### src/rtl/core/nearest_palette_color_unit_assert.svh
// Assertion macros for the nearest palette color RTL.
// Included by nearest_palette_color_unit, which checks its own logic; needs nothing else.
`ifndef NEAREST_PALETTE_COLOR_UNIT_ASSERT_SVH
`define NEAREST_PALETTE_COLOR_UNIT_ASSERT_SVH

// Checked only while reset is released.
`define NPC_ASSERT(label, clk, rst_n, prop, msg) \
    label: assert property (@(posedge clk) disable iff (!rst_n) prop) else $error(msg);

// Checked at every edge, reset included.
`define NPC_ASSERT_ALWAYS(label, clk, prop, msg) \
    label: assert property (@(posedge clk) prop) else $error(msg);

`endif

### src/rtl/core/npc_pkg.sv
// Shared types and constants for the nearest palette color unit.
// Used by npc_cell and nearest_palette_color_unit; depends on nothing.
package npc_pkg;

    localparam int unsigned PALETTE_DEPTH_DEF = 16;
    localparam int unsigned CHAN_W            = 8;
    localparam int unsigned COLOR_W           = 24;
    localparam int unsigned DIST_W            = 18;
    localparam int unsigned ENTRY_W           = 4;
    localparam int unsigned OUT_W             = 4;
    localparam int unsigned ACTIVE_W          = 5;
    localparam logic [ACTIVE_W-1:0] ACTIVE_RESET = 5'd16;

    typedef enum logic {
        CMD_CLASSIFY = 1'b0,
        CMD_WRITE    = 1'b1
    } t_cmd;

    typedef struct packed {
        logic                valid;
        t_cmd                cmd;
        logic [ENTRY_W-1:0]  entry_index;
        logic [COLOR_W-1:0]  color;
        logic [DIST_W-1:0]   run_min;
    } t_beat;

endpackage

### src/rtl/core/npc_cell.sv
// One cell of the palette chain: holds one palette entry, applies writes to it
// and folds its distance into the running minimum. Depends on npc_pkg.
module npc_cell #(
    parameter int unsigned DEPTH   = npc_pkg::PALETTE_DEPTH_DEF,
    parameter int unsigned CELL_ID = 0
) (
    input  logic                       i_clk,
    input  logic                       i_rst_n,
    input  logic                       i_advance,
    input  logic [$clog2(DEPTH+1)-1:0] i_count,
    input  npc_pkg::t_beat             i_beat,
    input  logic [$clog2(DEPTH)-1:0]   i_best_idx,
    output npc_pkg::t_beat             o_beat,
    output logic [$clog2(DEPTH)-1:0]   o_best_idx
);

    localparam int unsigned IDX_W = $clog2(DEPTH);
    localparam int unsigned CW    = npc_pkg::CHAN_W;

    logic [npc_pkg::COLOR_W-1:0] r_entry;
    logic [npc_pkg::COLOR_W-1:0] n_entry;
    npc_pkg::t_beat              r_beat;
    npc_pkg::t_beat              n_beat;
    logic [IDX_W-1:0]            r_best_idx;
    logic [IDX_W-1:0]            n_best_idx;

    logic [CW-1:0]               diff_r;
    logic [CW-1:0]               diff_g;
    logic [CW-1:0]               diff_b;
    logic [npc_pkg::DIST_W-1:0]  sq_sum;
    logic                        active;
    logic                        take;
    logic                        hit;

    function automatic logic [CW-1:0] abs_diff(input logic [CW-1:0] a, input logic [CW-1:0] b);
        abs_diff = (a >= b) ? (a - b) : (b - a);
    endfunction

    always_comb begin
        diff_r = abs_diff(i_beat.color[3*CW-1:2*CW], r_entry[3*CW-1:2*CW]);
        diff_g = abs_diff(i_beat.color[2*CW-1:CW], r_entry[2*CW-1:CW]);
        diff_b = abs_diff(i_beat.color[CW-1:0], r_entry[CW-1:0]);
        sq_sum = npc_pkg::DIST_W'(diff_r) * npc_pkg::DIST_W'(diff_r)
               + npc_pkg::DIST_W'(diff_g) * npc_pkg::DIST_W'(diff_g)
               + npc_pkg::DIST_W'(diff_b) * npc_pkg::DIST_W'(diff_b);
        active = (32'(i_count) > CELL_ID);
        take   = (CELL_ID == 0) || (active && (sq_sum < i_beat.run_min));
        hit    = i_beat.valid && (i_beat.cmd == npc_pkg::CMD_WRITE)
                 && (32'(i_beat.entry_index) == CELL_ID);
    end

    always_comb begin
        n_beat     = i_beat;
        n_best_idx = i_best_idx;
        n_entry    = r_entry;
        if (i_beat.cmd == npc_pkg::CMD_CLASSIFY && take) begin
            n_beat.run_min = sq_sum;
            n_best_idx     = IDX_W'(CELL_ID);
        end
        if (hit) begin
            n_entry = i_beat.color;
        end
    end

    always_ff @(posedge i_clk) begin
        if (!i_rst_n) begin
            r_entry    <= '0;
            r_beat     <= '0;
            r_best_idx <= '0;
        end else if (i_advance) begin
            r_entry    <= n_entry;
            r_beat     <= n_beat;
            r_best_idx <= n_best_idx;
        end
    end

    assign o_beat     = r_beat;
    assign o_best_idx = r_best_idx;

endmodule
### config.mk
export PLATFORM = sky130hd
export DESIGN_NAME = npc_cell
export DESIGN_NICKNAME = d
export VERILOG_FILES = /design/src/rtl/core/nearest_palette_color_unit_assert.svh /design/src/rtl/core/npc_pkg.sv /design/src/rtl/core/npc_cell.sv
export SDC_FILE = /design/constraint.sdc
export NUM_CORES = 1
export LEC_CHECK = 0
export BUFFER_PORTS_ARGS = -buffer_cell sky130_fd_sc_hd__clkbuf_2
export CAP_MARGIN = 40
export CORE_UTILIZATION = 40
export CTS_BUF_LIST = sky130_fd_sc_hd__clkbuf_2
export DETAILED_ROUTE_END_ITERATION = 12
export PLACE_DENSITY = 0.69
export SYNTH_ARGS = -nofsm -noshare
export SYNTH_HDL_FRONTEND = slang
export SYNTH_SLANG_ARGS = --single-unit
### constraint.sdc
create_clock -name i_clk -period 11.3 [get_ports i_clk]
set_clock_uncertainty 0.1 [all_clocks]
set_input_delay 1.695 -clock i_clk [delete_from_list [all_inputs] [get_ports i_clk]]
set_output_delay 1.695 -clock i_clk [all_outputs]
set_load 0.1 [all_outputs]
==> impl_metrics.py <==
metrics = {
    "grt": {
        "grt_util_met3": 0.0239,
        "met1_usage": 0.233,
        "grt_pass1_vias": 8072,
        "grtUsageTotal": 0.174,
        "grt_overflow_total": 0,
        "grt_busiest_layer": "met2",
        "antenna_found_initial": 1,
        "use_met2": 0.297,
        "grt_max_degree": 70,
        "grt_pass1_wl_um": 37900,
    },
    "hold_path": {
        "whs_path_depth": 2,
        "hold_path_class": "flop to flop",
        "worstHoldStart": "o_beat[15]",
        "holdPathEnd": "o_beat[15]",
    },
    "synth": {
        "synthesis.area_mm2": 0.0106,
        "synthCells": 1219,
        "synth.area.top_cells": "fa_1 26%, ha_1 15%, dfxtp_1 14%",
        "async_reset_ff_frac": 0,
        "synth_xor_area_frac": 0.0226,
        "synth-compound-area-share": 0.127,
        "synth_top_area_cell": "fa_1",
        "avgSynthCellArea_um2": 8.72,
        "netlist.area_leader.share": 0.260,
        "synth-warning-count": 0,
        "synth_edf_count": 0,
        "synth_ff_type": "dfxtp_1",
        "yosysSeqAreaShare": 0.143,
        "ys_ff_latch": 76,
        "synth-simple-area-share": 0.157,
        "synth_top_family_by_area": "adder cells",
        "synth_nets": 1541,
        "synth_mux_area_frac": 0.0421,
        "synthAdderAreaFrac": 0.406,
        "synth.distinct_cells": 71,
    },
    "cts": {
        "clk-insertion-delay-late_ns": 0.62,
        "clkSinkCount": 76,
        "post_cts_resized": 0,
        "h-tree-depth": 3,
        "cts_setup_buffers": 0,
        "numCtsBuffers": 9,
        "clock_path_buffers": 2,
        "clkTransAtPathRegs_ns": 0.30,
        "cts_tree": "built",
        "root_buffer": "clkbuf_2",
        "holdBufCountCts": 0,
    },
    "timing": {
        "hold_slack_ns": 0.402,
        "max_slew_margin": 0.383,
        "finalWorstSetupSlack_ns": 1.43,
        "tightest_slew_ns": 0.923,
        "drv_slew": 0,
        "setup_viol": 0,
        "min_period_ns": 9.87,
        "period_share": 0.873,
        "setup_tns_ns": 0,
        "max_freq_mhz": 101,
        "hold_violations": 0,
        "rsz0062_at_grt": "false",
    },
    "routing": {
        "dr.first_iter.drc_count": 382,
        "via_per_inst": 4.99,
        "drc": 0,
        "wl_per_cell_um": 13.5,
        "ant_nets": 0,
        "drt-total-wl_um": 22300,
        "firstDrtPassIters": 5,
        "routed-via-count": 8247,
    },
    "die": {
        "dieArea_mm2": 0.0272,
        "fp.dieH_um": 165,
        "ios": 112,
        "start_util": 0.408,
        "rows": 59,
        "die_w_um": 165,
        "core-area_mm2": 0.0261,
    },
    "placed_design": {
        "gp_congestion": 0.834,
        "numPortBuffers": 106,
        "place_ws_ns": 0.815,
        "dp_hpwl_um": 18300,
    },
    "run_status": {
        "run_status": "finished, final reports clean",
    },
    "critical_path": {
        "end_kind": "flop",
        "cp_common_cell": "fa_1",
        "critPathKind": "input pin to flop",
        "max_stage_delay_ns": 0.75,
        "worstPathMaxFanout": 10,
        "start_kind": "input pin",
        "crit_family": "adder cells",
        "r2r_slack_ns": 2.32,
        "required_ns": 11.80,
        "worstPathArrival_ns": 10.36,
        "r2r_start": "r_entry[16]",
        "cp.depth": 29,
        "cp.buffers_inverters": 6,
        "rr_worst_depth": 27,
        "cp-startpoint": "i_beat[34]",
        "crit_slowest_cell": "xor2_1",
        "r2r_end": "o_beat[13]",
    },
    "finish": {
        "syn_to_final_growth_pct": 9.68,
        "final_cell_mix": "241 x inv_1, 138 x fa_1, 124 x ha_1",
        "layout_commonest_cell": "inv_1",
        "drive_gt1_frac": 0.122,
        "nets": 1634,
    },
    "job": {
        "maxCapViolations": 0,
    },
}
## area by class of cell
type / instances / area, um2
Antenna cell: 1 / 2.50
Clock buffer: 9 / 45.0
Clock inverter: 7 / 87.6
Fill cell: 2544 / 14400
Inverter: 245 / 920
Multi-Input combinational cell: 859 / 8020
Sequential cell: 76 / 1520
Tap cell: 335 / 419
Timing Repair Buffer: 121 / 643
## cell usage after synthesis (all sizes together) (14+ instances only)
cell type / count
inv: 244
fa: 138
ha: 124
nor2: 93
dfxtp: 76
nand2: 61
o21ai: 58
nor2b: 50
a21oi: 41
mux2i: 41
nand2b: 29
and2: 27
clkbuf: 26
a21o: 14
nor3: 14
o21a: 14
## worst min-delay path: stages, from the launching register on
cell and delay, ns:
dfxtp_1 0.38, nand2_1 0.05, o22ai_1 0.07
## routing by layer
layer	vias to the layer above	wire length [um]
li1	4091	-
met1	4011	10100
met2	125	11100
met3	20	826
met4	0	278
met5	-	0
## flip-flops by register name (all words and copies together), names as in the netlist
signal	flops
r_entry	24
o_best_idx	4
o_beat	48
## worst max path at each step
stage	endpoint	slack (ns)
after floorplan	o_beat[13]	1.83
after global placement	o_beat[13]	0.92
after detailed placement	o_beat[13]	0.82
after CTS	o_beat[13]	1.54
after global routing	o_beat[15]	1.0
final	o_beat[13]	1.43
## cells by family after synthesis
logic type,after synthesis
muxes,44
adders and majority gates,262
buffers and inverters,284
xor gates and xnor gates,24
AOI/OAI and AO/OA,202
and+or+nand+nor,327
DFF,76
## per-stage QoR
step	util	instance area, um2	cells
floorplan	-	10600	1219
global placement	0.442	11500	1636
detailed placement	0.442	11500	1636
CTS	0.447	11700	1652
global route	0.447	11700	1653
finish	0.447	11700	1653
Power is not shown: default switching activity piles up to over one toggle a cycle in this logic, so the estimate is an artifact.
